<file path="config.mk">
export PLATFORM = sky130hd
export DESIGN_NAME = hmac_md5_engine_top
export DESIGN_NICKNAME = d
export VERILOG_FILES = /design/src/rtl/hmd5_pkg.sv /design/src/rtl/hmd5_dp.sv /design/src/rtl/hmd5_ctrl.sv /design/src/rtl/hmac_md5_engine_top.sv
export SDC_FILE = /design/constraint.sdc
export NUM_CORES = 2
export LEC_CHECK = 0
export BUFFER_PORTS_ARGS = -buffer_cell sky130_fd_sc_hd__buf_2
export CORE_MARGIN = 8
export CORE_UTILIZATION = 40
export CTS_CLUSTER_DIAMETER = 80
export DETAILED_ROUTE_END_ITERATION = 8
export PLACE_DENSITY = 0.61
export SYNTH_ARGS = -nofsm -noshare
export SYNTH_HDL_FRONTEND = slang
export SYNTH_SLANG_ARGS = --single-unit
</file>
<file path="constraint.sdc">
create_clock -name i_clk -period 14.6 [get_ports i_clk]
set_input_delay 0.73 -clock i_clk [delete_from_list [all_inputs] [get_ports i_clk]]
set_output_delay 0.73 -clock i_clk [all_outputs]
set_load 0.01 [all_outputs]
</file>
<file path="src/rtl/hmd5_pkg.sv">
// ----------------------------------------------------------------------------
// hmd5_pkg
// Shared types, constants and MD5 tables for the HMAC-MD5 engine.
// ----------------------------------------------------------------------------
`default_nettype none
package hmd5_pkg;

    localparam int KeyRegs = 8;
    localparam logic [7:0] IpadByte = 8'h36;
    localparam logic [7:0] OpadByte = 8'h5c;
    localparam logic [7:0] PadByte  = 8'h80;
    localparam logic [5:0] LenPos   = 6'd56;
    localparam logic [5:0] LastPos  = 6'd63;

    typedef enum logic [3:0] {
        ST_IDLE, ST_KEY, ST_MSG, ST_PAD80, ST_PADZ, ST_LEN,
        ST_POST, ST_DIG, ST_ROUND, ST_FIN, ST_DONE
    } t_state;

    typedef enum logic [2:0] {
        SRC_DATA, SRC_KEY, SRC_PAD80, SRC_ZERO, SRC_LEN, SRC_DIG
    } t_src;

    typedef struct packed {
        logic       init;
        logic       absorb;
        t_src       src;
        logic [5:0] idx;
        logic       outer;
        logic       snap;
        logic       load_work;
        logic       round;
        logic [5:0] rnd;
        logic       fin;
        logic       save_inner;
    } t_dp_cmd;

    typedef struct packed {
        logic [5:0] pos;
    } t_dp_status;

    localparam logic [127:0] Md5Iv =
        {32'h10325476, 32'h98badcfe, 32'hefcdab89, 32'h67452301};

    function automatic logic [31:0] sine_k(input logic [5:0] i);
        logic [31:0] k;
        case (i)
            6'd0:  k = 32'hd76aa478; 6'd1:  k = 32'he8c7b756;
            6'd2:  k = 32'h242070db; 6'd3:  k = 32'hc1bdceee;
            6'd4:  k = 32'hf57c0faf; 6'd5:  k = 32'h4787c62a;
            6'd6:  k = 32'ha8304613; 6'd7:  k = 32'hfd469501;
            6'd8:  k = 32'h698098d8; 6'd9:  k = 32'h8b44f7af;
            6'd10: k = 32'hffff5bb1; 6'd11: k = 32'h895cd7be;
            6'd12: k = 32'h6b901122; 6'd13: k = 32'hfd987193;
            6'd14: k = 32'ha679438e; 6'd15: k = 32'h49b40821;
            6'd16: k = 32'hf61e2562; 6'd17: k = 32'hc040b340;
            6'd18: k = 32'h265e5a51; 6'd19: k = 32'he9b6c7aa;
            6'd20: k = 32'hd62f105d; 6'd21: k = 32'h02441453;
            6'd22: k = 32'hd8a1e681; 6'd23: k = 32'he7d3fbc8;
            6'd24: k = 32'h21e1cde6; 6'd25: k = 32'hc33707d6;
            6'd26: k = 32'hf4d50d87; 6'd27: k = 32'h455a14ed;
            6'd28: k = 32'ha9e3e905; 6'd29: k = 32'hfcefa3f8;
            6'd30: k = 32'h676f02d9; 6'd31: k = 32'h8d2a4c8a;
            6'd32: k = 32'hfffa3942; 6'd33: k = 32'h8771f681;
            6'd34: k = 32'h6d9d6122; 6'd35: k = 32'hfde5380c;
            6'd36: k = 32'ha4beea44; 6'd37: k = 32'h4bdecfa9;
            6'd38: k = 32'hf6bb4b60; 6'd39: k = 32'hbebfbc70;
            6'd40: k = 32'h289b7ec6; 6'd41: k = 32'heaa127fa;
            6'd42: k = 32'hd4ef3085; 6'd43: k = 32'h04881d05;
            6'd44: k = 32'hd9d4d039; 6'd45: k = 32'he6db99e5;
            6'd46: k = 32'h1fa27cf8; 6'd47: k = 32'hc4ac5665;
            6'd48: k = 32'hf4292244; 6'd49: k = 32'h432aff97;
            6'd50: k = 32'hab9423a7; 6'd51: k = 32'hfc93a039;
            6'd52: k = 32'h655b59c3; 6'd53: k = 32'h8f0ccc92;
            6'd54: k = 32'hffeff47d; 6'd55: k = 32'h85845dd1;
            6'd56: k = 32'h6fa87e4f; 6'd57: k = 32'hfe2ce6e0;
            6'd58: k = 32'ha3014314; 6'd59: k = 32'h4e0811a1;
            6'd60: k = 32'hf7537e82; 6'd61: k = 32'hbd3af235;
            6'd62: k = 32'h2ad7d2bb; 6'd63: k = 32'heb86d391;
            default: k = 32'h0;
        endcase
        return k;
    endfunction

    function automatic logic [4:0] rot_amt(input logic [5:0] i);
        logic [4:0] s;
        case ({i[5:4], i[1:0]})
            4'd0:  s = 5'd7;  4'd1:  s = 5'd12; 4'd2:  s = 5'd17; 4'd3:  s = 5'd22;
            4'd4:  s = 5'd5;  4'd5:  s = 5'd9;  4'd6:  s = 5'd14; 4'd7:  s = 5'd20;
            4'd8:  s = 5'd4;  4'd9:  s = 5'd11; 4'd10: s = 5'd16; 4'd11: s = 5'd23;
            4'd12: s = 5'd6;  4'd13: s = 5'd10; 4'd14: s = 5'd15; 4'd15: s = 5'd21;
            default: s = 5'd0;
        endcase
        return s;
    endfunction

endpackage
`default_nettype wire

</file>
<file path="src/rtl/hmd5_dp.sv">
// ----------------------------------------------------------------------------
// hmd5_dp
// Datapath: key registers, block buffer, byte counter and MD5 round unit.
// ----------------------------------------------------------------------------
`default_nettype none
module hmd5_dp
    import hmd5_pkg::*;
(
    input  wire logic        i_clk,
    input  wire logic        i_rst_n,
    input  wire logic        i_cfg_we,
    input  wire logic [3:0]  i_cfg_index,
    input  wire logic [63:0] i_cfg_data,
    input  wire logic        i_item_load,
    input  wire logic [7:0]  i_data_byte,
    input  wire t_dp_cmd     i_cmd,
    output t_dp_status       o_status,
    output logic [63:0]      o_mac_first_half,
    output logic [63:0]      o_mac_second_half
);

    logic [511:0] r_key;
    logic [7:0]   r_data;
    logic [31:0]  r_blk [16];
    logic [60:0]  r_bytes;
    logic [63:0]  r_len;
    logic [127:0] r_chain;
    logic [127:0] r_inner;
    logic [31:0]  r_a, r_b, r_c, r_d;

    logic [7:0]  n_byte;
    logic [31:0] n_f, n_sum, n_rot;
    logic [63:0] n_rot64;
    logic [3:0]  n_g, n_i4;

    always_comb begin
        case (i_cmd.src)
            SRC_DATA:  n_byte = r_data;
            SRC_KEY:   n_byte = r_key[{i_cmd.idx, 3'b000} +: 8] ^
                                (i_cmd.outer ? OpadByte : IpadByte);
            SRC_PAD80: n_byte = PadByte;
            SRC_LEN:   n_byte = r_len[{i_cmd.idx[2:0], 3'b000} +: 8];
            SRC_DIG:   n_byte = r_inner[{i_cmd.idx[3:0], 3'b000} +: 8];
            default:   n_byte = 8'h00;
        endcase
    end

    always_comb begin
        n_i4 = i_cmd.rnd[3:0];
        case (i_cmd.rnd[5:4])
            2'd0: begin
                n_f = (r_b & r_c) | (~r_b & r_d);
                n_g = n_i4;
            end
            2'd1: begin
                n_f = (r_d & r_b) | (~r_d & r_c);
                n_g = 4'(n_i4 * 4'd5 + 4'd1);
            end
            2'd2: begin
                n_f = r_b ^ r_c ^ r_d;
                n_g = 4'(n_i4 * 4'd3 + 4'd5);
            end
            default: begin
                n_f = r_c ^ (r_b | ~r_d);
                n_g = 4'(n_i4 * 4'd7);
            end
        endcase
        n_sum   = r_a + n_f + sine_k(i_cmd.rnd) + r_blk[n_g];
        n_rot64 = {n_sum, n_sum} << rot_amt(i_cmd.rnd);
        n_rot   = n_rot64[63:32];
    end

    always_ff @(posedge i_clk) begin
        if (!i_rst_n) begin
            r_key <= '0;
        end else if (i_cfg_we && i_cfg_index < 4'(KeyRegs)) begin
            r_key[{i_cfg_index[2:0], 6'd0} +: 64] <= i_cfg_data;
        end
    end

    always_ff @(posedge i_clk) begin
        if (!i_rst_n) begin
            r_bytes <= '0;
        end else if (i_cmd.init) begin
            r_bytes <= '0;
        end else if (i_cmd.absorb) begin
            r_bytes <= r_bytes + 61'd1;
        end
    end

    always_ff @(posedge i_clk) begin
        if (i_item_load) begin
            r_data <= i_data_byte;
        end
        if (i_cmd.snap) begin
            r_len <= {r_bytes, 3'b000};
        end
        if (i_cmd.absorb) begin
            r_blk[r_bytes[5:2]][{r_bytes[1:0], 3'b000} +: 8] <= n_byte;
        end
        if (i_cmd.save_inner) begin
            r_inner <= r_chain;
        end
        if (i_cmd.init) begin
            r_chain <= Md5Iv;
        end else if (i_cmd.fin) begin
            r_chain <= {r_chain[127:96] + r_d, r_chain[95:64] + r_c,
                        r_chain[63:32] + r_b, r_chain[31:0] + r_a};
        end
        if (i_cmd.load_work) begin
            r_a <= r_chain[31:0];
            r_b <= r_chain[63:32];
            r_c <= r_chain[95:64];
            r_d <= r_chain[127:96];
        end else if (i_cmd.round) begin
            r_a <= r_d;
            r_d <= r_c;
            r_c <= r_b;
            r_b <= r_b + n_rot;
        end
    end

    assign o_status.pos      = r_bytes[5:0];
    assign o_mac_first_half  = r_chain[63:0];
    assign o_mac_second_half = r_chain[127:64];

endmodule
`default_nettype wire

</file>
<file path="src/rtl/hmd5_ctrl.sv">
// ----------------------------------------------------------------------------
// hmd5_ctrl
// Controller: sequences key, message, padding, length and compression steps.
// ----------------------------------------------------------------------------
`default_nettype none
module hmd5_ctrl
    import hmd5_pkg::*;
(
    input  wire logic  i_clk,
    input  wire logic  i_rst_n,
    input  wire logic  i_start,
    input  wire logic  i_has_byte,
    input  wire logic  i_is_last,
    input  wire t_dp_status i_status,
    output t_dp_cmd    o_cmd,
    output logic       o_busy,
    output logic       o_item_load,
    output logic       o_mac_valid
);

    t_state     r_state, n_state;
    t_state     r_ret, n_ret;
    logic [5:0] r_cnt, n_cnt;
    logic [5:0] r_rnd, n_rnd;
    logic       r_phase, n_phase;
    logic       r_outer, n_outer;
    logic       r_has, r_last;
    t_state     n_after;

    always_ff @(posedge i_clk) begin
        if (!i_rst_n) begin
            r_state <= ST_IDLE;
            r_ret   <= ST_IDLE;
            r_cnt   <= '0;
            r_rnd   <= '0;
            r_phase <= 1'b0;
            r_outer <= 1'b0;
            r_has   <= 1'b0;
            r_last  <= 1'b0;
        end else begin
            r_state <= n_state;
            r_ret   <= n_ret;
            r_cnt   <= n_cnt;
            r_rnd   <= n_rnd;
            r_phase <= n_phase;
            r_outer <= n_outer;
            if (o_item_load) begin
                r_has  <= i_has_byte;
                r_last <= i_is_last;
            end
        end
    end

    always_comb begin
        n_state     = r_state;
        n_ret       = r_ret;
        n_cnt       = r_cnt;
        n_rnd       = r_rnd;
        n_phase     = r_phase;
        n_outer     = r_outer;
        n_after     = r_state;
        o_cmd       = '0;
        o_cmd.src   = SRC_ZERO;
        o_cmd.idx   = r_cnt;
        o_cmd.outer = r_outer;
        o_cmd.rnd   = r_rnd;
        o_item_load = 1'b0;
        o_mac_valid = 1'b0;
        o_busy      = (r_state != ST_IDLE);

        case (r_state)
            ST_IDLE: begin
                if (i_start) begin
                    o_item_load = 1'b1;
                    n_cnt = '0;
                    if (!r_phase) begin
                        o_cmd.init = 1'b1;
                        n_phase = 1'b1;
                        n_outer = 1'b0;
                        n_state = ST_KEY;
                    end else begin
                        n_state = ST_MSG;
                    end
                end
            end
            ST_KEY: begin
                o_cmd.absorb = 1'b1;
                o_cmd.src    = SRC_KEY;
                n_cnt        = r_cnt + 6'd1;
                n_after      = (r_cnt == 6'd63) ? (r_outer ? ST_DIG : ST_MSG) : ST_KEY;
            end
            ST_MSG: begin
                n_cnt = '0;
                if (r_has) begin
                    o_cmd.absorb = 1'b1;
                    o_cmd.src    = SRC_DATA;
                end
                n_after = r_last ? ST_PAD80 : ST_IDLE;
            end
            ST_PAD80: begin
                o_cmd.absorb = 1'b1;
                o_cmd.snap   = 1'b1;
                o_cmd.src    = SRC_PAD80;
                n_after      = ST_PADZ;
            end
            ST_PADZ: begin
                n_cnt = '0;
                if (i_status.pos == LenPos) begin
                    n_after = ST_LEN;
                end else begin
                    o_cmd.absorb = 1'b1;
                    o_cmd.src    = SRC_ZERO;
                    n_after      = ST_PADZ;
                end
            end
            ST_LEN: begin
                o_cmd.absorb = 1'b1;
                o_cmd.src    = SRC_LEN;
                n_cnt        = r_cnt + 6'd1;
                n_after      = (r_cnt == 6'd7) ? ST_POST : ST_LEN;
            end
            ST_POST: begin
                n_cnt = '0;
                if (!r_outer) begin
                    o_cmd.save_inner = 1'b1;
                    o_cmd.init       = 1'b1;
                    n_outer          = 1'b1;
                    n_state          = ST_KEY;
                end else begin
                    n_state = ST_DONE;
                end
            end
            ST_DIG: begin
                o_cmd.absorb = 1'b1;
                o_cmd.src    = SRC_DIG;
                n_cnt        = r_cnt + 6'd1;
                n_after      = (r_cnt == 6'd15) ? ST_PAD80 : ST_DIG;
            end
            ST_ROUND: begin
                o_cmd.round = 1'b1;
                n_rnd       = r_rnd + 6'd1;
                if (r_rnd == 6'd63) begin
                    n_state = ST_FIN;
                end
            end
            ST_FIN: begin
                o_cmd.fin = 1'b1;
                n_state   = r_ret;
            end
            ST_DONE: begin
                o_mac_valid = 1'b1;
                n_phase     = 1'b0;
                n_outer     = 1'b0;
                n_state     = ST_IDLE;
            end
            default: begin
                n_state = ST_IDLE;
            end
        endcase

        // A byte that fills the block diverts through a compression first.
        if (r_state == ST_KEY || r_state == ST_MSG || r_state == ST_PAD80 ||
            r_state == ST_PADZ || r_state == ST_LEN || r_state == ST_DIG) begin
            if (o_cmd.absorb && i_status.pos == LastPos) begin
                o_cmd.load_work = 1'b1;
                n_ret   = n_after;
                n_rnd   = '0;
                n_state = ST_ROUND;
            end else begin
                n_state = n_after;
            end
        end
    end

    a_fin_after_round: assert property (@(posedge i_clk) disable iff (!i_rst_n)
        (r_state == ST_FIN) |-> ($past(r_state) == ST_ROUND && $past(r_rnd) == 6'd63))
        else $error("finalisation without a full set of rounds");
    a_done_to_idle: assert property (@(posedge i_clk) disable iff (!i_rst_n)
        o_mac_valid |=> (r_state == ST_IDLE && !r_phase))
        else $error("engine did not return to idle after the MAC");
    a_cmd_exclusive: assert property (@(posedge i_clk) disable iff (!i_rst_n)
        $countones({o_cmd.absorb, o_cmd.round, o_cmd.fin}) <= 1)
        else $error("conflicting datapath commands");
    a_done_outer: assert property (@(posedge i_clk) disable iff (!i_rst_n)
        (r_state == ST_DONE) |-> r_outer)
        else $error("MAC given before the outer hash");

endmodule
`default_nettype wire

</file>
<file path="src/rtl/hmac_md5_engine_top.sv">
// ----------------------------------------------------------------------------
// hmac_md5_engine_top
// HMAC-MD5 engine with a key of up to 64 bytes and a byte-wide message input.
// ----------------------------------------------------------------------------
// Usage. Software writes the eight 64-bit key registers through the
// configuration channel (index 0 to 7, byte 0 in the low bits, unused bytes
// zero); o_cfg_ready is always high and writes to other indexes are dropped.
// Key writes should be made while the engine is idle.
// A message transaction is accepted when i_start is high and o_busy is low.
// It carries one message byte (if i_has_byte is set) and an end mark
// (i_is_last). The first transaction of a message first hashes the key
// XOR 0x36 block: its 64 bytes are absorbed, then compressed.
// A plain byte is then accepted and absorbed; when it completes a
// 64-byte block a compression follows, as the single MD5 round unit runs
// one round per cycle. The final transaction runs padding, the inner
// length, the outer key block, the inner digest and the outer padding
// before o_mac_valid is raised. o_mac_valid pulses for exactly one cycle
// with the MAC on o_mac_first_half and o_mac_second_half. The receiver
// cannot stall, so the result must be captured on that cycle.
// Reset clears the key registers and returns the engine to the start of a
// message; it needs no clearing pass.
// ----------------------------------------------------------------------------
`default_nettype none
module hmac_md5_engine_top
    import hmd5_pkg::*;
(
    input  wire logic        i_clk,
    input  wire logic        i_rst_n,
    input  wire logic        i_start,
    output logic             o_busy,
    input  wire logic [7:0]  i_data_byte,
    input  wire logic        i_has_byte,
    input  wire logic        i_is_last,
    output logic             o_mac_valid,
    output logic [63:0]      o_mac_first_half,
    output logic [63:0]      o_mac_second_half,
    input  wire logic        i_cfg_valid,
    output logic             o_cfg_ready,
    input  wire logic [3:0]  i_cfg_index,
    input  wire logic [63:0] i_cfg_data
);

    t_dp_cmd    w_cmd;
    t_dp_status w_status;
    logic       w_item_load;

    // Key registers can always take a write transaction.
    assign o_cfg_ready = 1'b1;

    hmd5_ctrl u_ctrl (
        .i_clk       (i_clk),
        .i_rst_n     (i_rst_n),
        .i_start     (i_start),
        .i_has_byte  (i_has_byte),
        .i_is_last   (i_is_last),
        .i_status    (w_status),
        .o_cmd       (w_cmd),
        .o_busy      (o_busy),
        .o_item_load (w_item_load),
        .o_mac_valid (o_mac_valid)
    );

    hmd5_dp u_dp (
        .i_clk             (i_clk),
        .i_rst_n           (i_rst_n),
        .i_cfg_we          (i_cfg_valid & o_cfg_ready),
        .i_cfg_index       (i_cfg_index),
        .i_cfg_data        (i_cfg_data),
        .i_item_load       (w_item_load),
        .i_data_byte       (i_data_byte),
        .i_cmd             (w_cmd),
        .o_status          (w_status),
        .o_mac_first_half  (o_mac_first_half),
        .o_mac_second_half (o_mac_second_half)
    );

endmodule
`default_nettype wire
</file>
* Word-level counts from Yosys, hierarchy flattened
Memory sizes are Yosys's and may differ from the RTL's. A register that Yosys moved wholly into a read port is not among the register bits.
Index checks and enable logic that the tools add are counted.
** Cells by class
- $add $sub $neg :: 15
- Multipliers :: 3
- Magnitude comparators :: 1
- Equality and inequality tests :: 27
- Shifts and indexed selects :: 8
- Mux-type cells :: 57
- Bitwise operators :: 14
- Reduce and logical (&&, ||, !) cells :: 24
** Operator list (number)
- $bwmux 512 :: 1
- $shift 64x11->512 const A :: 1
- $shiftx 512x10->8 :: 1
- $shiftx 64x11->512 :: 1
- $mux 32 :: 9
- $add 32x32->32 :: 8
- $and 32x32->32 :: 4
- $shiftx 128x8->8 :: 1
- $or 32x32->32 :: 3
- $pmux 32 s3 :: 1
- $xor 32x32->32 :: 3
- $not 32->32 :: 2
- $shiftx 64x7->8 :: 1
- $shl 64x5->64 :: 1
- $add 61x1->61 const B :: 1
- $pmux 4 s6 :: 2
- $pmux 8 s5 :: 1
- $mux 4 :: 9
- $shift 8x7->32 const A :: 1
- $shiftx 8x7->32 :: 1
- $mux 6 :: 5
- $eq 6x6->1 const B :: 4
- $pmux 4 s5 :: 1
- $pmux 6 s3 :: 1
- 45 further kinds :: 86
** Word-level totals
- Flip-flop bits (word level) :: 1050
- Memory bits (writable) :: 512
- Memory bits (read-only) :: 2128
- Input bits :: 82
- Word-level logic and storage cells :: 170
- Memories kept :: 3
** Memory list
- (no name shown) :: depth 64, width 32, rd ports 1, clocked after Yosys merged registers in 1, wr ports 0, line hmd5_pkg.sv:47 : case (i)
- u_dp.r_blk :: depth 16, width 32, rd ports 1, clocked after Yosys merged registers in 0, wr ports 1, line hmd5_dp.sv:24 : logic [31:0] r_blk [16];
- (no name shown) :: depth 16, width 5, rd ports 1, clocked after Yosys merged registers in 1, wr ports 0, line hmd5_pkg.sv:87 : case ({i[5:4], i[1:0]})

* Longest topological paths before layout
- Depth after elaboration :: 11
- Mapped depth :: 44
- Depth with buffers taken out :: 43

* Modules after synthesis
Synthesis repeated with hierarchy kept, for this count alone.
** Second synthesis, totals
- Cells, all modules :: 7876
- Area, all modules :: 83236.1 sq um
** Modules (own cells, without submodules)
- hmd5_dp :: instances 1, cells an instance 7680, area an instance 81599.5 sq um, seq. area each 39167.6 sq um
- hmd5_ctrl :: instances 1, cells an instance 194, area an instance 1625.3 sq um, seq. area each 480.5 sq um
- hmac_md5_engine_top :: instances 1, cells an instance 2, area an instance 11.3 sq um, seq. area each 0.0 sq um

* Worst setup path after synthesis
OpenSTA, ideal clock, no wires.
- Kind :: reg2reg
- From :: reg u_ctrl.r_state[3]
- To :: reg u_dp.r_bytes[0]
- Library setup time :: 0.128 ns
- Arrival :: 14.841 ns
- Setup slack :: -0.368 ns
- Cell stages (with the launch flop) :: 7
- Path buffers :: 2
- Period minus slack after synthesis :: 14.968 ns
- Cell sequence :: dfxtp_1 > clkbuf_1 > nor4_1 > nor2_1 > nand2_1 > clkbuf_1 > nor2_1
** On the way
- Word-level cells in the longest chain between the ends :: 3
- Elaborated cells on any way between the ends :: 11
- Classes of those cells :: eq/ne: 7; mux: 2; reduce/logical: 2
** Ends and longest elaborated chain
- start, declared :: line hmd5_ctrl.sv:21 : t_state r_state, n_state;
- start signal, assigned :: line hmd5_ctrl.sv:41 : r_state <= n_state;
- $eq 4x3->1 or $logic_not 4->1 (tied branches) :: line hmd5_ctrl.sv:71 : case (r_state)
- $pmux 1 s2 :: line hmd5_ctrl.sv:71
- $reduce_or 2->1 (no line)
- end signal, assigned :: line hmd5_dp.sv:87 : r_bytes <= r_bytes + 61'd1;
- end, declared :: line hmd5_dp.sv:25 : logic [60:0] r_bytes;
Several ways; a longest one is shown, not always the timed one.
A chain may end at the register's enable or synchronous reset.

* Final worst setup path
- From :: reg u_ctrl.r_rnd[0]
- To :: reg u_dp.r_b[30] (data pin)
** On the way
- Word-level cells in the longest chain between the ends :: 9
- Elaborated cells on any way between the ends :: 12
- Classes of those cells :: add/sub: 4; mul: 3; shift: 1; mux: 3; memory: 1
** Ends and longest elaborated chain
- start, declared :: line hmd5_ctrl.sv:24 : logic [5:0] r_rnd, n_rnd;
- start signal, assigned :: line hmd5_ctrl.sv:44 : r_rnd <= n_rnd;
- $mul 4x2->4 or $mul 4x3->4 (tied branches) :: line hmd5_dp.sv:61, hmd5_dp.sv:57
- $add 4x3->4 or $add 4x1->4 (tied branches) :: line hmd5_dp.sv:61, hmd5_dp.sv:57
- $pmux 4 s3 * :: line hmd5_dp.sv:50 : case (i_cmd.rnd[5:4])
- $mem_v2 16x32 *
- $add 32x32->32 * :: line hmd5_dp.sv:68 : n_sum = r_a + n_f + sine_k(i_cmd.rnd) + r_blk[n_g];
- $shl 64x5->64 * :: line hmd5_dp.sv:69 : n_rot64 = {n_sum, n_sum} << rot_amt(i_cmd.rnd);
- $add 32x32->32 * :: line hmd5_dp.sv:119 : r_b <= r_b + n_rot;
- $mux 32 * :: line hmd5_dp.sv:115 : end else if (i_cmd.round) begin
- $mux 32 * :: line hmd5_dp.sv:110 : if (i_cmd.load_work) begin
- end signal, assigned :: line hmd5_dp.sv:112 : r_b <= r_chain[63:32];
- end signal, assigned :: line hmd5_dp.sv:119
- end, declared :: line hmd5_dp.sv:29 : logic [31:0] r_a, r_b, r_c, r_d;
Mark *: on every way between the ends. The rest lies on a longest branch, timed or not. The select of a mux whose other input is x is not followed.

==> flow_summary.ini <==
[cells_and_area]
layout_commonest_cell = nand2_1
layout_common_cells = nand2_1 (1679), a21oi_1 (872), edfxtp_1 (837)
fin_nets = 8293
drive_above_1_share_pct = 13.0
fill_cells = 18900
area_delta_synth_final_pct = 11.0

[logic_synthesis]
yosys.area.top_type = edfxtp_1
synth_warnings = 0
synth-edff-count = 837
synth_seq_cells = 1599
synth.top_cell.area_share_pct = 30.6
seq_area_frac_synth_pct = 49.2
syn-num-nets = 8350
synth_area_leaders = edfxtp_1 (31%), dfxtp_1 (19%), mux4_2 (10%), nand2_1 (7.7%), a21oi_1 (5.3%)
synth_cell_types = 86
synth-main-ff-cell = edfxtp_1
synth_area_um2 = 82000
async_flop_share_pct = 0
syn_area_per_cell_um2 = 10.3
synth_cells = 7977

[worst_setup_path]
cp_slowest_cell = mux4_2
start_kind = register
slowest_delay_ns = 0.93
crit_fanout = 39
arrival_ns = 12.31
end_kind = register
worstPathRequired_ns = 15.17
path_class = register to register

[place]
place_congestion = 0.946
dpl.hpwl_um = 188000
numPortBuffers = 211

[worst_hold_path]
min_path_type = input pin to register

[clock_tree]
post_cts_buffers = 0
clock_latency_ns = 0.85
clockBufferDepth = 3
cts.sinks = 1599
clk_pin_slew_ns = 0.06
cts_tree = yes
cts-buffers-inserted = 171
cts_hold_buf = 1
cts_max_level = 4
cts.repair.resized = 0
clockRootBuffer = clkbuf_16

[timing]
max_slew_margin_pct = 17.6
skew_ns = 0.0670
slew_viol_final = 0
grt_setup_unrepaired = false
period_share_pct = 80.4
setup_viol = 0
worstMarginPinSlew_ns = 1.23
hold_violations = 0
tns_ns = 0
timing.fmax_mhz = 85.2
period_needed_ns = 11.74

[drt]
drtIter0Drc = 7114
drc = 0
via_per_inst = 5.86
routed_wl_um = 271000
avgRoutedWirePerCell_um = 25.2
dr.pass1.iters = 8
via_count = 63000
antenna_left = 0

[die]
ios = 213
die_x_um = 469
start_util_pct = 40.2
dieArea_um2 = 220000
dieHeight_um = 469
coreArea_um2 = 204000
fp-row-count = 166

[global_routing]
grt.overflow.total = 0
track_usage_pct = 23.8
grt_max_degree = 215
grt_pass1_vias = 58900
antenna_found_initial = 28
grt_pass1_wl_um = 396000

[run_status]
outcome = finished, final reports clean

[run]
maxCapViolations = 0
sequential cells by signal (all words and copies together) (netlist names), named ones only:
name / cells
u_ctrl.r_cnt: 6
u_ctrl.r_has: 1
u_ctrl.r_last: 1
u_ctrl.r_outer: 1
u_ctrl.r_phase: 1
u_ctrl.r_ret: 4
u_ctrl.r_rnd: 6
u_ctrl.r_state: 4
u_dp.r_a: 32
u_dp.r_b: 32
u_dp.r_blk: 512
u_dp.r_bytes: 61
u_dp.r_c: 32
u_dp.r_chain: 128
u_dp.r_d: 32
u_dp.r_data: 8
u_dp.r_inner: 128
u_dp.r_key: 512
u_dp.r_len: 61
through the flow:
step	area (um^2)	hold slack [ns]	utilization, %	setup WS, ns	cells
after global placement	85300	0.433	41.8	3.13	10400
final	91000	0.0687	44.6	2.86	10800
after detailed placement	85300	0.436	41.8	3.01	10400
after floorplan	82000	0.406	-	4.92	7977
after global routing	91000	0.0175	44.6	2.06	10800
after CTS	91000	0.00139	44.6	2.97	10800
cell type report:
cell class / count / area (um^2) / area share, %
antenna: 12 / 30.0 / 0.0330
clock buffer: 220 / 4630 / 5.09
clock inverter: 97 / 1070 / 1.18
inverter: 279 / 1050 / 1.16
multi-input combinational: 5566 / 38700 / 42.5
sequential: 1599 / 40400 / 44.4
tap: 2688 / 3360 / 3.69
timing repair buffer: 303 / 1810 / 1.99
Yosys cell counts, drive strengths merged, types with 92 or more instances:
library cell  count
edfxtp          837
buf             113
inv             277
mux4            364
xor2            125
nor2            392
nand2          1682
xnor2           119
o21ai           305
ha              222
dfxtp           762
clkbuf          420
a31oi            96
mux2i            92
nand3           182
a21oi           874
critical path, delay by kind of cell (launching register included):
| family | cells | cell delay, ns |
|---|---|---|
| AO/OA/AOI/OAI | 18 | 5.03 |
| adder cells (fa/ha/maj) | 7 | 2.75 |
| buffers and inverters | 4 | 0.37 |
| flip-flops | 1 | 0.54 |
| multiplexers | 5 | 1.90 |
| AND/OR/NAND/NOR | 3 | 0.88 |
routing by layer:
metal  up-vias  share of wire (%)  GRT usage [%]
met5         -              0.023              0
met2      2550                 47           38.5
met4        10                4.5           9.23
met3       461                7.3           4.14
met1     31400                 42           31.9
li1      28600                  -              -
kinds of logic (layout without fill, tap and decap cells):
logic type	after synthesis	in the layout	synth area share [%]
adder cells (fa/ha/maj)	321	321	5.44
multiplexers	487	487	11.6
AND/OR/NAND/NOR	2685	2685	13.9
XOR/XNOR	245	245	2.63
AO/OA/AOI/OAI	1827	1827	13.4
flip-flops	1599	1599	49.2
buffers and inverters	812	899	3.83
other	1	13	0.00457
worst paths after layout:
path | depth (start not counted) | slack [ns] | startpoint | end
setup / recovery | 37 | 2.86 | u_ctrl.r_rnd[0]$_SDFF_PN0_ | u_dp.r_b[30]$_DFFE_PP_
hold reg to reg | 0 | 0.43 | u_dp.r_bytes[33]$_SDFFE_PP0P_ | u_dp.r_len[36]$_DFFE_PP_
hold / removal | 1 | 0.07 | i_data_byte[0] | u_dp.r_data[0]$_DFFE_PP_
setup reg to reg | 37 | 2.86 | u_ctrl.r_rnd[0]$_SDFF_PN0_ | u_dp.r_b[30]$_DFFE_PP_
Power is not shown: default switching activity piles up to over one toggle a cycle in this logic, so the estimate is an artifact.
